### src/rtl/jss_pkg.sv
`default_nettype none

package jss_pkg;

  localparam int SLOTS_DEF = 4;

  localparam logic [31:0] CRC_INIT  = 32'hffff_ffff;
  localparam logic [31:0] CRC_POLY  = 32'hedb8_8320;
  localparam logic [31:0] HALF_DIST = 32'h8000_0000;

  // configuration register indexes
  localparam int CFG_IDX_W = 2;
  localparam logic [CFG_IDX_W-1:0] CFG_FORMAT_MAGIC = 2'd0;
  localparam logic [CFG_IDX_W-1:0] CFG_COMMIT_MAGIC = 2'd1;
  localparam logic [CFG_IDX_W-1:0] CFG_COUNT_LIMIT  = 2'd2;

  // word positions inside one record
  localparam logic [2:0] WP_FORMAT    = 3'd0;
  localparam logic [2:0] WP_SEQ       = 3'd1;
  localparam logic [2:0] WP_COUNT     = 3'd2;
  localparam logic [2:0] WP_FAULT     = 3'd3;
  localparam logic [2:0] WP_SEQ_INV   = 3'd4;
  localparam logic [2:0] WP_COUNT_INV = 3'd5;
  localparam logic [2:0] WP_CRC       = 3'd6;
  localparam logic [2:0] WP_COMMIT    = 3'd7;

  typedef struct packed {
    logic [31:0] word;
    logic        read_ok;
    logic        scan_start;
  } jss_in_t;

  typedef struct packed {
    logic [1:0]  active_slot;
    logic [31:0] newest_sequence;
    logic [31:0] newest_count;
    logic        fault;
    logic        found_valid;
    logic        store_blank;
    logic        scan_err;
  } jss_out_t;

  typedef logic [31:0][31:0] crc_mat_t;

  // Column j is the 32-shift CRC response to input bit j alone; the update
  // is linear, so a full word is the XOR of the columns of its set bits.
  function automatic crc_mat_t crc_build();
    crc_mat_t    m;
    logic [31:0] c;
    for (int j = 0; j < 32; j++) begin
      c = 32'(1) << j;
      for (int i = 0; i < 32; i++) begin
        c = c[0] ? ((c >> 1) ^ CRC_POLY) : (c >> 1);
      end
      m[j] = c;
    end
    return m;
  endfunction

  localparam crc_mat_t CRC_COLS = crc_build();

  function automatic logic [31:0] crc_apply(input logic [31:0] x);
    logic [31:0] r;
    r = '0;
    for (int j = 0; j < 32; j++) begin
      if (x[j]) r = r ^ CRC_COLS[j];
    end
    return r;
  endfunction

endpackage

`default_nettype wire

### src/rtl/journal_slot_scan.sv
`default_nettype none

// Path: a word is registered in the input register on transfer and folded into the
// scan state when that register advances; the result of the last word of the last slot
// is then loaded into the output register, which raises out_valid.
// Throughput: one word per cycle, with a combinational CRC-32 update and checks;
// a held result stalls input only while the next scan's last word waits.
// Reset (synchronous, rst_n low) restores the configuration and scan state.
module journal_slot_scan #(
  parameter int SLOTS = jss_pkg::SLOTS_DEF
) (
  input  wire logic                       clk,
  input  wire logic                       rst_n,
  input  wire logic                       in_valid,
  output logic                            in_stall,
  input  wire jss_pkg::jss_in_t           in_data,
  output logic                            out_valid,
  input  wire logic                       out_stall,
  output jss_pkg::jss_out_t               out_data,
  input  wire logic                       cfg_we,
  input  wire logic [jss_pkg::CFG_IDX_W-1:0] cfg_index,
  input  wire logic [31:0]                cfg_wdata
);
  import jss_pkg::*;

  localparam int SLOT_W = (SLOTS > 1) ? $clog2(SLOTS) : 1;
  localparam logic [SLOT_W-1:0] LAST_SLOT = SLOT_W'(SLOTS - 1);

  // configuration
  logic [31:0] format_magic_r, commit_magic_r, count_limit_r;

  // input register
  logic    s0_valid_r;
  jss_in_t s0_data_r;

  // scan state
  logic [2:0]        wpos_r, wpos_nxt;
  logic [SLOT_W-1:0] slot_r, slot_nxt;
  logic [31:0]       crc_r, crc_nxt;
  logic [31:0]       rec_seq_r, rec_seq_nxt;
  logic [31:0]       rec_cnt_r, rec_cnt_nxt;
  logic              rec_fault_r, rec_fault_nxt;
  logic              rec_good_r, rec_good_nxt;
  logic              best_valid_r, best_valid_nxt;
  logic [SLOT_W-1:0] best_slot_r, best_slot_nxt;
  logic [31:0]       best_seq_r, best_seq_nxt;
  logic [31:0]       best_cnt_r, best_cnt_nxt;
  logic              best_fault_r, best_fault_nxt;
  logic              err_r, err_nxt;
  logic              allz_r, allz_nxt;

  // output register
  logic     out_valid_r;
  jss_out_t out_data_r;
  jss_out_t result;

  logic produce, s0_adv, in_xfer;

  // current view of the state, with a scan start folded in
  logic [2:0]        c_wpos;
  logic [SLOT_W-1:0] c_slot;
  logic [31:0]       c_crc, c_seq, c_cnt, c_bseq, c_bcnt;
  logic              c_fault, c_good, c_bvalid, c_bfault, c_err, c_allz;
  logic [SLOT_W-1:0] c_bslot;

  logic [31:0] w, crc_upd, delta;
  logic        good, end_rec, take, conflict;
  logic        n_bvalid, n_bfault;
  logic [SLOT_W-1:0] n_bslot;
  logic [31:0] n_bseq, n_bcnt;

  always_comb begin
    c_wpos   = s0_data_r.scan_start ? WP_FORMAT : wpos_r;
    c_slot   = s0_data_r.scan_start ? '0 : slot_r;
    c_crc    = s0_data_r.scan_start ? CRC_INIT : crc_r;
    c_seq    = s0_data_r.scan_start ? '0 : rec_seq_r;
    c_cnt    = s0_data_r.scan_start ? '0 : rec_cnt_r;
    c_fault  = s0_data_r.scan_start ? 1'b0 : rec_fault_r;
    c_good   = s0_data_r.scan_start ? 1'b1 : rec_good_r;
    c_bvalid = s0_data_r.scan_start ? 1'b0 : best_valid_r;
    c_bslot  = s0_data_r.scan_start ? LAST_SLOT : best_slot_r;
    c_bseq   = s0_data_r.scan_start ? '0 : best_seq_r;
    c_bcnt   = s0_data_r.scan_start ? '0 : best_cnt_r;
    c_bfault = s0_data_r.scan_start ? 1'b0 : best_fault_r;
    c_err    = s0_data_r.scan_start ? 1'b0 : err_r;
    c_allz   = s0_data_r.scan_start ? 1'b1 : allz_r;

    w = s0_data_r.read_ok ? s0_data_r.word : '0;
    crc_upd = crc_apply(c_crc ^ w);

    good          = c_good & s0_data_r.read_ok;
    err_nxt       = c_err | ~s0_data_r.read_ok;
    allz_nxt      = c_allz & (w == '0);
    crc_nxt       = crc_upd;
    rec_seq_nxt   = c_seq;
    rec_cnt_nxt   = c_cnt;
    rec_fault_nxt = c_fault;

    case (c_wpos)
      WP_FORMAT: begin
        if (w != format_magic_r) good = 1'b0;
      end
      WP_SEQ: begin
        rec_seq_nxt = w;
      end
      WP_COUNT: begin
        rec_cnt_nxt = w;
        if (w > count_limit_r) good = 1'b0;
      end
      WP_FAULT: begin
        rec_fault_nxt = (w != '0);
        if (w > 32'd1) good = 1'b0;
      end
      WP_SEQ_INV: begin
        if (w != ~c_seq) good = 1'b0;
      end
      WP_COUNT_INV: begin
        if (w != ~c_cnt) good = 1'b0;
      end
      WP_CRC: begin
        crc_nxt = c_crc;
        if (w != ~c_crc) good = 1'b0;
      end
      default: begin
        crc_nxt = c_crc;
        if (w != commit_magic_r) good = 1'b0;
      end
    endcase

    end_rec = (c_wpos == WP_COMMIT);

    // newest record by serial-number order on the sequence
    delta    = c_seq - c_bseq;
    conflict = c_bvalid && (((delta == '0) && ((c_cnt != c_bcnt) || (c_fault != c_bfault)))
                            || (delta == HALF_DIST));
    take     = !c_bvalid || ((delta != '0) && (delta < HALF_DIST));
    n_bvalid = c_bvalid;
    n_bslot  = c_bslot;
    n_bseq   = c_bseq;
    n_bcnt   = c_bcnt;
    n_bfault = c_bfault;
    if (end_rec && good) begin
      if (conflict) err_nxt = 1'b1;
      if (take) begin
        n_bvalid = 1'b1;
        n_bslot  = c_slot;
        n_bseq   = c_seq;
        n_bcnt   = c_cnt;
        n_bfault = c_fault;
      end
    end

    produce = end_rec && (c_slot == LAST_SLOT);

    result.active_slot     = 2'(n_bslot);
    result.newest_sequence = n_bvalid ? n_bseq : '0;
    result.newest_count    = n_bvalid ? n_bcnt : '0;
    result.fault           = n_bfault | err_nxt | ~n_bvalid;
    result.found_valid     = n_bvalid;
    result.store_blank     = allz_nxt;
    result.scan_err        = err_nxt;

    wpos_nxt       = c_wpos + 3'd1;
    slot_nxt       = c_slot;
    rec_good_nxt   = good;
    best_valid_nxt = n_bvalid;
    best_slot_nxt  = n_bslot;
    best_seq_nxt   = n_bseq;
    best_cnt_nxt   = n_bcnt;
    best_fault_nxt = n_bfault;
    if (end_rec) begin
      crc_nxt      = CRC_INIT;
      rec_good_nxt = 1'b1;
      slot_nxt     = c_slot + SLOT_W'(1);
    end
    if (produce) begin
      // scan done: back to the idle scan state
      slot_nxt       = '0;
      rec_seq_nxt    = '0;
      rec_cnt_nxt    = '0;
      rec_fault_nxt  = 1'b0;
      best_valid_nxt = 1'b0;
      best_slot_nxt  = LAST_SLOT;
      best_seq_nxt   = '0;
      best_cnt_nxt   = '0;
      best_fault_nxt = 1'b0;
      err_nxt        = 1'b0;
      allz_nxt       = 1'b1;
    end
  end

  assign s0_adv   = s0_valid_r && (!produce || !out_valid_r || !out_stall);
  assign in_stall = s0_valid_r && !s0_adv;
  assign in_xfer  = in_valid && !in_stall;

  always_ff @(posedge clk) begin
    if (!rst_n) begin
      format_magic_r <= '0;
      commit_magic_r <= '0;
      count_limit_r  <= CRC_INIT;
    end else if (cfg_we) begin
      case (cfg_index)
        CFG_FORMAT_MAGIC: format_magic_r <= cfg_wdata;
        CFG_COMMIT_MAGIC: commit_magic_r <= cfg_wdata;
        CFG_COUNT_LIMIT:  count_limit_r  <= cfg_wdata;
        default: ;
      endcase
    end
  end

  always_ff @(posedge clk) begin
    if (!rst_n) begin
      s0_valid_r <= 1'b0;
    end else if (in_xfer) begin
      s0_valid_r <= 1'b1;
    end else if (s0_adv) begin
      s0_valid_r <= 1'b0;
    end
  end

  always_ff @(posedge clk) begin
    if (in_xfer) s0_data_r <= in_data;
  end

  always_ff @(posedge clk) begin
    if (!rst_n) begin
      wpos_r       <= WP_FORMAT;
      slot_r       <= '0;
      crc_r        <= CRC_INIT;
      rec_seq_r    <= '0;
      rec_cnt_r    <= '0;
      rec_fault_r  <= 1'b0;
      rec_good_r   <= 1'b1;
      best_valid_r <= 1'b0;
      best_slot_r  <= LAST_SLOT;
      best_seq_r   <= '0;
      best_cnt_r   <= '0;
      best_fault_r <= 1'b0;
      err_r        <= 1'b0;
      allz_r       <= 1'b1;
    end else if (s0_adv) begin
      wpos_r       <= wpos_nxt;
      slot_r       <= slot_nxt;
      crc_r        <= crc_nxt;
      rec_seq_r    <= rec_seq_nxt;
      rec_cnt_r    <= rec_cnt_nxt;
      rec_fault_r  <= rec_fault_nxt;
      rec_good_r   <= rec_good_nxt;
      best_valid_r <= best_valid_nxt;
      best_slot_r  <= best_slot_nxt;
      best_seq_r   <= best_seq_nxt;
      best_cnt_r   <= best_cnt_nxt;
      best_fault_r <= best_fault_nxt;
      err_r        <= err_nxt;
      allz_r       <= allz_nxt;
    end
  end

  always_ff @(posedge clk) begin
    if (!rst_n) begin
      out_valid_r <= 1'b0;
    end else if (s0_adv && produce) begin
      out_valid_r <= 1'b1;
    end else if (!out_stall) begin
      out_valid_r <= 1'b0;
    end
  end

  always_ff @(posedge clk) begin
    if (s0_adv && produce) out_data_r <= result;
  end

  assign out_valid = out_valid_r;
  assign out_data  = out_data_r;

endmodule

`default_nettype wire
### config.mk
export PLATFORM = sky130hd
export DESIGN_NAME = journal_slot_scan
export DESIGN_NICKNAME = d
export VERILOG_FILES = /design/src/rtl/jss_pkg.sv /design/src/rtl/journal_slot_scan.sv
export SDC_FILE = /design/constraint.sdc
export NUM_CORES = 1
export LEC_CHECK = 0
export BUFFER_PORTS_ARGS = -buffer_cell sky130_fd_sc_hd__buf_4
export CAP_MARGIN = 20
export CORE_MARGIN = 4
export CORE_UTILIZATION = 61
export DETAILED_ROUTE_END_ITERATION = 12
export PLACE_DENSITY = 0.83
export SYNTH_ARGS = -nofsm -noshare
export SYNTH_HDL_FRONTEND = slang
export SYNTH_SLANG_ARGS = --single-unit
export TNS_END_PERCENT = 100
### constraint.sdc
create_clock -name clk -period 11.6 [get_ports clk]
set_input_delay 1.74 -clock clk [delete_from_list [all_inputs] [get_ports clk]]
set_output_delay 1.74 -clock clk [all_outputs]
set_load 0.05 [all_outputs]
Yosys cells after proc, flatten, opt, wreduce, memory -nomap -nowiden
Index checks and enable logic that the tools add are counted.
{"block": "classes", "n_reduce_logical": 31, "n_eq_ne": 19, "magnitude_cmp": 3, "addsub": 3, "n_mux": 89, "n_bitwise": 42}
{"op": "2-to-1 mux 32 bit", "n": 31}
{"op": "!= test 32 bit", "n": 6}
{"op": "2-to-1 mux 31 bit", "n": 6}
{"op": "2-to-1 mux 30 bit", "n": 4}
{"op": "inverter 13 bit", "n": 9}
{"op": "inverter 32 bit", "n": 3}
{"op": "2-to-1 mux 29 bit", "n": 3}
{"op": "inverter 14 bit", "n": 6}
{"op": "logical NOT 32 bit", "n": 2}
{"op": "nonzero test 32 bit", "n": 2}
{"op": "inverter 15 bit", "n": 4}
{"op": "2-to-1 mux 28 bit", "n": 2}
{"op": "2-to-1 mux 27 bit", "n": 2}
{"op": "inverter 12 bit", "n": 4}
{"op": "inverter 16 bit", "n": 3}
{"op": "equality test 32 bit (second input constant)", "n": 1}
{"op": "> comparator 32 x 1 -> 1 bit (second input constant)", "n": 1}
{"op": "> comparator 32 bit", "n": 1}
{"op": "< comparator 32 bit (second input constant)", "n": 1}
{"op": "subtractor 32 bit", "n": 1}
{"op": "XOR 32 bit", "n": 1}
{"op": "2-to-1 mux 1 bit", "n": 30}
{"op": "2-to-1 mux 26 bit", "n": 1}
{"op": "2-to-1 mux 25 bit", "n": 1}
{"op": "other kinds (27)", "n": 62}
{"block": "totals", "in_bits": 73, "elab_cells": 216, "ff_bits": 375}

Longest topological paths before layout
Gate-level depths: netlist of the first run.
{"block": "depth", "word_depth": 67, "ltp_mapped": 28, "depth_no_buf": 16}

Worst setup path after synthesis of the first run
No wires, ideal clock.
{"block": "synth_timing", "path_type": "register to register", "start": "register s0_data_r[0] in the netlist's numbering", "end": "register out_data_r (netlist bit out_data[0]), enable pin", "arrival_ps": 5830, "path_slack_ps": 5270, "period_less_slack_ps": 6330, "t_required_ps": 11100, "setup_time_ps": 500, "stages_incl_launch_ff": 18, "path_cell_list": "edfxtp_1 -> buf_6 -> buf_6 -> buf_8 -> buf_8 -> buf_6 -> buf_6 -> buf_4 -> buf_2 -> buf_2 -> clkbuf_1 -> nor2b_1 -> ha_1 -> ha_1 -> buf_4 -> nand4_1 -> nand2_1 -> nor2_1"}
{"block": "synth_between", "elab_chain_len": 8}
{"item": "from (decl)", "line_no": "journal_slot_scan.sv:34", "text": "jss_in_t s0_data_r;"}
{"item": "from (signal assigned)", "line_no": "journal_slot_scan.sv:222", "text": "if (in_xfer) s0_data_r <= in_data;"}
{"item": "2-to-1 mux 3 bit or 2-to-1 mux 2 bit (tied branches)", "line_no": "journal_slot_scan.sv:73, journal_slot_scan.sv:74"}
{"item": "equality test 3 bit or equality test 2 bit (tied branches)", "line_no": "journal_slot_scan.sv:130, journal_slot_scan.sv:153"}
{"item": "logical AND 1 bit (*)", "line_no": "journal_slot_scan.sv:153", "text": "produce = end_rec && (c_slot == LAST_SLOT);"}
{"item": "logical NOT 1 bit", "line_no": "journal_slot_scan.sv:192", "text": "assign s0_adv = s0_valid_r && (!produce || !out_valid_r || !out_stall);"}
{"item": "logical OR 1 bit (2 in series)", "line_no": "journal_slot_scan.sv:192"}
{"item": "logical AND 1 bit", "line_no": "journal_slot_scan.sv:192"}
{"item": "logical AND 1 bit (*)", "line_no": "journal_slot_scan.sv:270", "text": "if (s0_adv && produce) out_data_r <= result;"}
{"item": "to (signal assigned)", "line_no": "journal_slot_scan.sv:270"}
{"item": "to (decl)", "line_no": "journal_slot_scan.sv:54", "text": "jss_out_t out_data_r;"}
Mark *: on every way between the ends. The rest lies on a longest branch, timed or not.
A chain may end at the register's enable or synchronous reset.

Final worst setup path of the first run
{"block": "layout_timing", "start": "register s0_data_r[0] in the netlist's numbering", "end": "register out_data_r (netlist bit out_data[40]) (data pin)"}
{"block": "layout_between", "elab_chain_len": 7}
{"item": "2-to-1 mux 32 bit (on tied branches)"}
{"item": "subtractor 32 bit, or another cell as far along", "line_no": "journal_slot_scan.sv:133", "text": "delta = c_seq - c_bseq;"}
{"item": "< comparator 32 bit, or another cell as far along", "line_no": "journal_slot_scan.sv:136", "text": "take = !c_bvalid || ((delta != '0) && (delta < HALF_DIST));"}
{"item": "logical AND 1 bit, or another cell as far along", "line_no": "journal_slot_scan.sv:136"}
{"item": "logical OR 1 bit or case mux 1 bit (7 select lines) (tied branches)", "line_no": "journal_slot_scan.sv:136, journal_slot_scan.sv:99"}
{"item": "2-to-1 mux 32 bit, or another cell as far along", "line_no": "journal_slot_scan.sv:144", "text": "if (take) begin"}
{"item": "2-to-1 mux 32 bit or 2-to-1 mux 1 bit (tied branches)", "line_no": "journal_slot_scan.sv:142", "text": "if (end_rec && good) begin"}
Several ways; a longest one is shown, not always the timed one.

==> results of run 1 <==
-- area by class of cell --
type / count / area [um2]
sequential: 375 / 8550
tap: 518 / 648
timing repair buffer: 183 / 1420
inverter: 103 / 389
clock buffer: 62 / 1200
clock inverter: 13 / 176
fill: 3157 / 12500
multi-input combinational: 2161 / 13900
-- sequential cells by signal, summed over array words and instances, names as in the netlist, 32 cells and up --
register and count:
best_cnt_r 32, best_seq_r 32, commit_magic_r 32, count_limit_r 32
crc_r 32, format_magic_r 32, out_data 70, rec_cnt_r 32
rec_seq_r 32, s0_data_r 34
-- per-layer routing --
| metal | share of wire | wire [um] | track usage | vias to the layer above |
|---|---|---|---|---|
| li1 | - | - | - | 10255 |
| met1 | 0.38 | 33100 | 0.528 | 10961 |
| met2 | 0.43 | 37600 | 0.605 | 1695 |
| met3 | 0.13 | 11100 | 0.0945 | 377 |
| met4 | 0.068 | 6000 | 0.227 | 0 |
| met5 | 0 | 0 | 0 | - |
-- worst min-delay path: cells and delay by family, from the launching register on --
kind,cells,cell delay (ns)
AOI/OAI and AO/OA,1,0.06
and+or+nand+nor,1,0.05
DFF,1,0.31
-- power groups by stage --
stage          registers [mW]  logic (mW)  clock network, mW
2_1_floorplan            1.45        1.13                  0
3_3_place_gp             1.50        1.41                  0
3_5_place_dp             1.50        1.43                  0
6_report                 1.49        1.47               1.35
4_1_cts                  1.48        1.44               1.35
5_1_grt                  1.48        1.55               1.41
-- worst max path at each step --
stage                    to  depth (start not counted)
6_report       out_data[40]                         18
5_1_grt        out_data[40]                         18
3_3_place_gp   out_data[65]                         18
2_1_floorplan   out_data[0]                         17
4_1_cts        out_data[40]                         18
3_5_place_dp   out_data[40]                         18
-- metrics by stage --
stage | cells | hold slack [ns] | power, mW
2_1_floorplan | 2873 | 0.429 | 2.58
3_3_place_gp | 3338 | 0.439 | 2.91
3_5_place_dp | 3338 | 0.456 | 2.93
4_1_cts | 3413 | 0.469 | 4.27
5_1_grt | 3415 | 0.489 | 4.45
6_report | 3415 | 0.472 | 4.30
-- logic make-up after synthesis --
family / share of synthesized area
AND/OR/NAND/NOR: 0.177
AO/OA/AOI/OAI: 0.235
flip-flops: 0.357
XOR/XNOR: 0.129
buffers and inverters: 0.0645
adder cells (fa/ha/maj): 0.0322
multiplexers: 0.00523
-- cells in the final DEF, fill, tap and decap left out, types with 16 or more instances in the layout --
master	n
dfxtp_1	271
nor2b_1	50
xor2_1	106
o211ai_1	43
a221oi_1	16
ha_1	60
o22ai_1	65
nand3_1	95
xnor2_1	247
nand2_1	331
a21oi_1	199
nand4_1	30
and2_1	20
clkbuf_16	44
a21o_1	19
o21a_1	16
edfxtp_1	104
nand3b_1	23
nor3_1	20
nor2_1	193
a22oi_1	102
nor4_1	21
a22o_1	76
nand2b_1	16
inv_1	100
o21ai_0	180
buf_4	180
==> flow_summary.ini, run 1 <==
[place]
gp_congestion = 1.09
pre_cts_slack_ns = 5.05
place_area_um2 = 24900
portBuffers = 144
dp_hpwl_um = 61100

[min_path]
hold_path.class = flip-flop to flip-flop
min_path_cells = 2
worstHoldStart = wpos_r[1]
hold_end = wpos_r[1]

[power_and_ir_drop]
cellLeakagePower_nw = 9.70
ir_drop_mv = 0.142
pwr-share-seq = 0.345
pwr-share-clk = 0.314
switching_share = 0.341
p_per_area_nw_per_um2 = 164
internal_power_mw = 2.84
combPwrFrac = 0.341
p_switching_mw = 1.47

[critical_path]
cp-end-kind = flip-flop
reg2reg_slack_ns = 4.82
r2r_end = out_data[40]
cpMostUsedCell = ha_1
slowest_stage = or3_1
crit_start = s0_data_r[0]
criticalPathCategory = flip-flop to flip-flop
path_cells = buf_12, inv_2, nand2_1, inv_1, ha_1, ha_1, or4_1, a221oi_1, o2111ai_1, nor4_1, nand4_1, nor4bb_1, a211o_1, o311ai_4, or3_1, buf_4, nor2_1, o21ai_0
max_stage_delay_ns = 0.73
crit_fanout = 168
cp-start-kind = flip-flop
r2r_cells = 18
path_buf_inv = 4
crit_family = simple AND/OR/NAND/NOR gates
reg2reg_from = s0_data_r[0]
worst_ep_required_time_ns = 11.88
arrival_ns = 7.06

[cells_and_area]
final_nets = 2999
fin_util = 0.678
diodes = 0
final_area_um2 = 26300
layout-drive-gt1-share = 0.0960
synthToLayoutAreaGrowth_pct = 9.74

[route]
route.vias.total = 23288
ant_nets = 0
drt_wl_total_um = 87800
drc_errors = 0
wl_per_cell_um = 25.7
firstDrtPassIters = 6
first_iter_violations = 3571
via_per_inst = 6.82

[timing]
fin_crit_ns = 6.78
setup_tns_ns = 0
max_slew_margin = 0.269
hold_violations = 0
maxSlewViolCount = 0
worst_slack_ns = 4.82
fin_worst_skew_ns = 0.0221
setup_viol = 0
fin_crit_sh = 0.584
worst_pin_slew_ns = 1.10
rsz0062_at_grt = no
fmax_mhz = 148

[synth]
synth-edff-count = 104
netlist_top_cells_area = dfxtp_1, edfxtp_1, xnor2_1
async_flop_share = 0
yosysWarnings = 0
synthCells = 2873
ys_ff_latch = 375
yosysMostFrequentCell = nand2_1
synth_common_cells = nand2_1, dfxtp_1, xnor2_1, a21oi_1, nor2_1
synth_top_area_frac = 0.227
syn-mean-instance-area_um2 = 8.33
synth_seq_area_share = 0.357
synth_top_cell_by_area = dfxtp_1
synth_nets = 3007
yosysUniqueCellTypes = 88
syn_area_um2 = 23900
ys.flop_type = dfxtp_1

[clocking]
cts.sinks = 375
postCtsHoldBufs = 0
cts_root_buf = clkbuf_16
clk_latency_ns = 0.57
cts_resized = 0
clk_pin_slew_ns = 0.06
post_cts_buffers = 0
cts_made_buffers = 41
cts_tree = done
cts_buffer_depth = 3
htreeDepth = 2

[global_routing]
gr-total-overflow = 0
grt_max_degree = 169
grt_use_total = 0.401
antenna_found_initial = 0
grt_pass1_wl_um = 131000
first_global_vias = 21919

[floorplanning]
dieArea_um2 = 42500
core_area_um2 = 38700
core.rowCount = 72
die_h_um = 206
pin_count = 145
start_util = 0.618
die_w_um = 206

[job]
maxCapViolCount = 0

[run_status]
status = finished clean
(Power assumes the default switching activity.)
==> run 2: changes to the inputs <==
--- a/config.mk
+++ b/config.mk
@@ -8,9 +8,9 @@
 export BUFFER_PORTS_ARGS = -buffer_cell sky130_fd_sc_hd__buf_4
 export CAP_MARGIN = 20
 export CORE_MARGIN = 4
-export CORE_UTILIZATION = 61
+export CORE_UTILIZATION = 56
 export DETAILED_ROUTE_END_ITERATION = 12
-export PLACE_DENSITY = 0.83
+export PLACE_DENSITY = 0.8
 export SYNTH_ARGS = -nofsm -noshare
 export SYNTH_HDL_FRONTEND = slang
 export SYNTH_SLANG_ARGS = --single-unit
==> constraint.sdc (replaced) <==
create_clock -name clk -period 5.8 [get_ports clk]
set_input_delay 0.87 -clock clk [delete_from_list [all_inputs] [get_ports clk]]
set_output_delay 0.87 -clock clk [all_outputs]
set_load 0.05 [all_outputs]
==> run 2 against run 1 <==
  * Design area is 1.7% higher
  * Combinational power is 110% higher
  * Core utilization is 4.4 points lower
  * Total power is 100% higher
  * Clock power is 110% higher
  * Critical endpoint is now best_seq_r[17]
  * Maximum frequency is 24% higher
  * Sequential power is 96% higher
==> flow_summary.ini, run 2 (synthesis results as in run 1) <==
[route]
route.vias.total = 23557
first_iter_violations = 3326
wl_met3_um = 11000
wl_per_cell_um = 25.2
drc_errors = 0
ant_nets = 0
drt_wl_total_um = 87800
via_per_inst = 6.76
highest_layer = met5
firstDrtPassIters = 9
wl_met1_um = 33200
wl_met2_um = 37100

[clocking]
cts_made_buffers = 42
postCtsHoldBufs = 0
cts_root_buf = clkbuf_16
cts.sinks = 375
cts_buffer_depth = 3
clk_latency_ns = 0.58
htreeDepth = 2
clk_pin_slew_ns = 0.06
cts_tree = done

[timing]
setup_tns_ns = 0
fin_crit_ns = 5.45
fin_worst_skew_ns = 0.0209
hold_violations = 0
maxSlewViolCount = 0
setup_viol = 0
rsz0062_at_grt = no
max_slew_margin = 0.245
worst_pin_slew_ns = 1.13
fmax_mhz = 184
fin_crit_sh = 0.939

[global_routing]
grt_use_total = 0.360
gr-total-overflow = 0
antenna_found_initial = 1
grt_max_degree = 72
grt_pass1_wl_um = 131000
first_global_vias = 21968

[critical_path]
criticalPathCategory = flip-flop to flip-flop
crit_fanout = 33
arrival_ns = 5.97
cp-end-kind = flip-flop
crit_start = s0_data_r[0]
cp-start-kind = flip-flop
reg2reg_from = s0_data_r[0]
worst_ep_required_time_ns = 6.32
reg2reg_slack_ns = 0.35

[power_and_ir_drop]
cellLeakagePower_nw = 9.97
p_per_area_nw_per_um2 = 327
ir_drop_mv = 0.239

[cells_and_area]
final_nets = 3045
mostFrequentLayoutCells = nand2_1, dfxtp_1, xnor2_1
instances_no_fill = 3484
mostFrequentLayoutCell = nand2_1
diodes = 0
layout-drive-gt1-share = 0.112
synthToLayoutAreaGrowth_pct = 11.6
largest_reg_flops = 70
fin_util = 0.634

[place]
dp_cells = 3403
portBuffers = 144
gp_congestion = 1.01
dp_hpwl_um = 62100

[floorplanning]
die_h_um = 215
dieArea_um2 = 46100
core_area_um2 = 42100
start_util = 0.568
pin_count = 145
core.rowCount = 75
die_w_um = 215

[run_status]
status = finished clean

[job]
maxCapViolCount = 0

[min_path]
worstHoldStart = best_slot_r[0]
hold_path.class = flip-flop to flip-flop
run 2: worst max-delay path: stages, from the launching register on:
cell	delay, ns
edfxtp_1	0.47
inv_2	0.30
buf_4	0.28
nand2_1	0.09
ha_1	0.37
o21a_1	0.20
o31a_1	0.15
o32a_1	0.37
a211o_1	0.32
a21o_1	0.23
o311ai_0	0.83
o21a_1	0.23
o31ai_1	0.07
buf_4	0.15
and4_1	0.21
buf_4	0.21
nor4_4	0.26
buf_4	0.41
a22o_1	0.19
run 2: path summary, 6_finish.rpt:
check,end,cells past startpoint
worst min-delay path,best_slot_r[0],2
worst max register to register,best_seq_r[17],18
worst max-delay path,best_seq_r[17],18
worst min register to register,best_slot_r[0],2
run 2: per-layer routing:
layer / vias up / GRT usage
li1: 10363 / -
met1: 11057 / 0.477
met2: 1726 / 0.534
met3: 409 / 0.0812
met4: 2 / 0.224
met5: - / 0.00521
run 2: final cells by class:
| class | count | area, um2 |
|---|---|---|
| Clock inverter | 10 | 145 |
| Fill cell | 3582 | 15400 |
| Multi-Input combinational cell | 2161 | 13900 |
| Timing Repair Buffer | 228 | 1770 |
| Sequential cell | 375 | 8550 |
| Clock buffer | 68 | 1280 |
| Inverter | 103 | 389 |
| Tap cell | 539 | 674 |
run 2: power by group:
part | leakage (nW) | switching, mW | internal, mW
clock | 0.706 | 1.12 | 1.65
combinational | 6.19 | 1.74 | 1.31
sequential | 3.08 | 0.140 | 2.78
total | 9.97 | 2.99 | 5.74
run 2: timing repair:
item / CTS / global route
endpoints found under the setup margin: 0 / 65
gates resized for setup: 0 / 0
setup buffers: 0 / 1
hold endpoints to repair: 0 / 0
run 2: metrics by stage:
| stage | area, um2 | setup WS, ns | total power [mW] | hold WS [ns] |
|---|---|---|---|---|
| finish | 26700 | 0.352 | 8.74 | 0.470 |
| global route | 26700 | 0.160 | 8.99 | 0.465 |
| CTS | 26700 | 0.326 | 8.66 | 0.456 |
| detailed placement | 25200 | 0.368 | 5.92 | 0.448 |
| global placement | 25200 | 0.470 | 5.88 | 0.440 |
| floorplan | 23900 | 0.0411 | 5.16 | 0.429 |
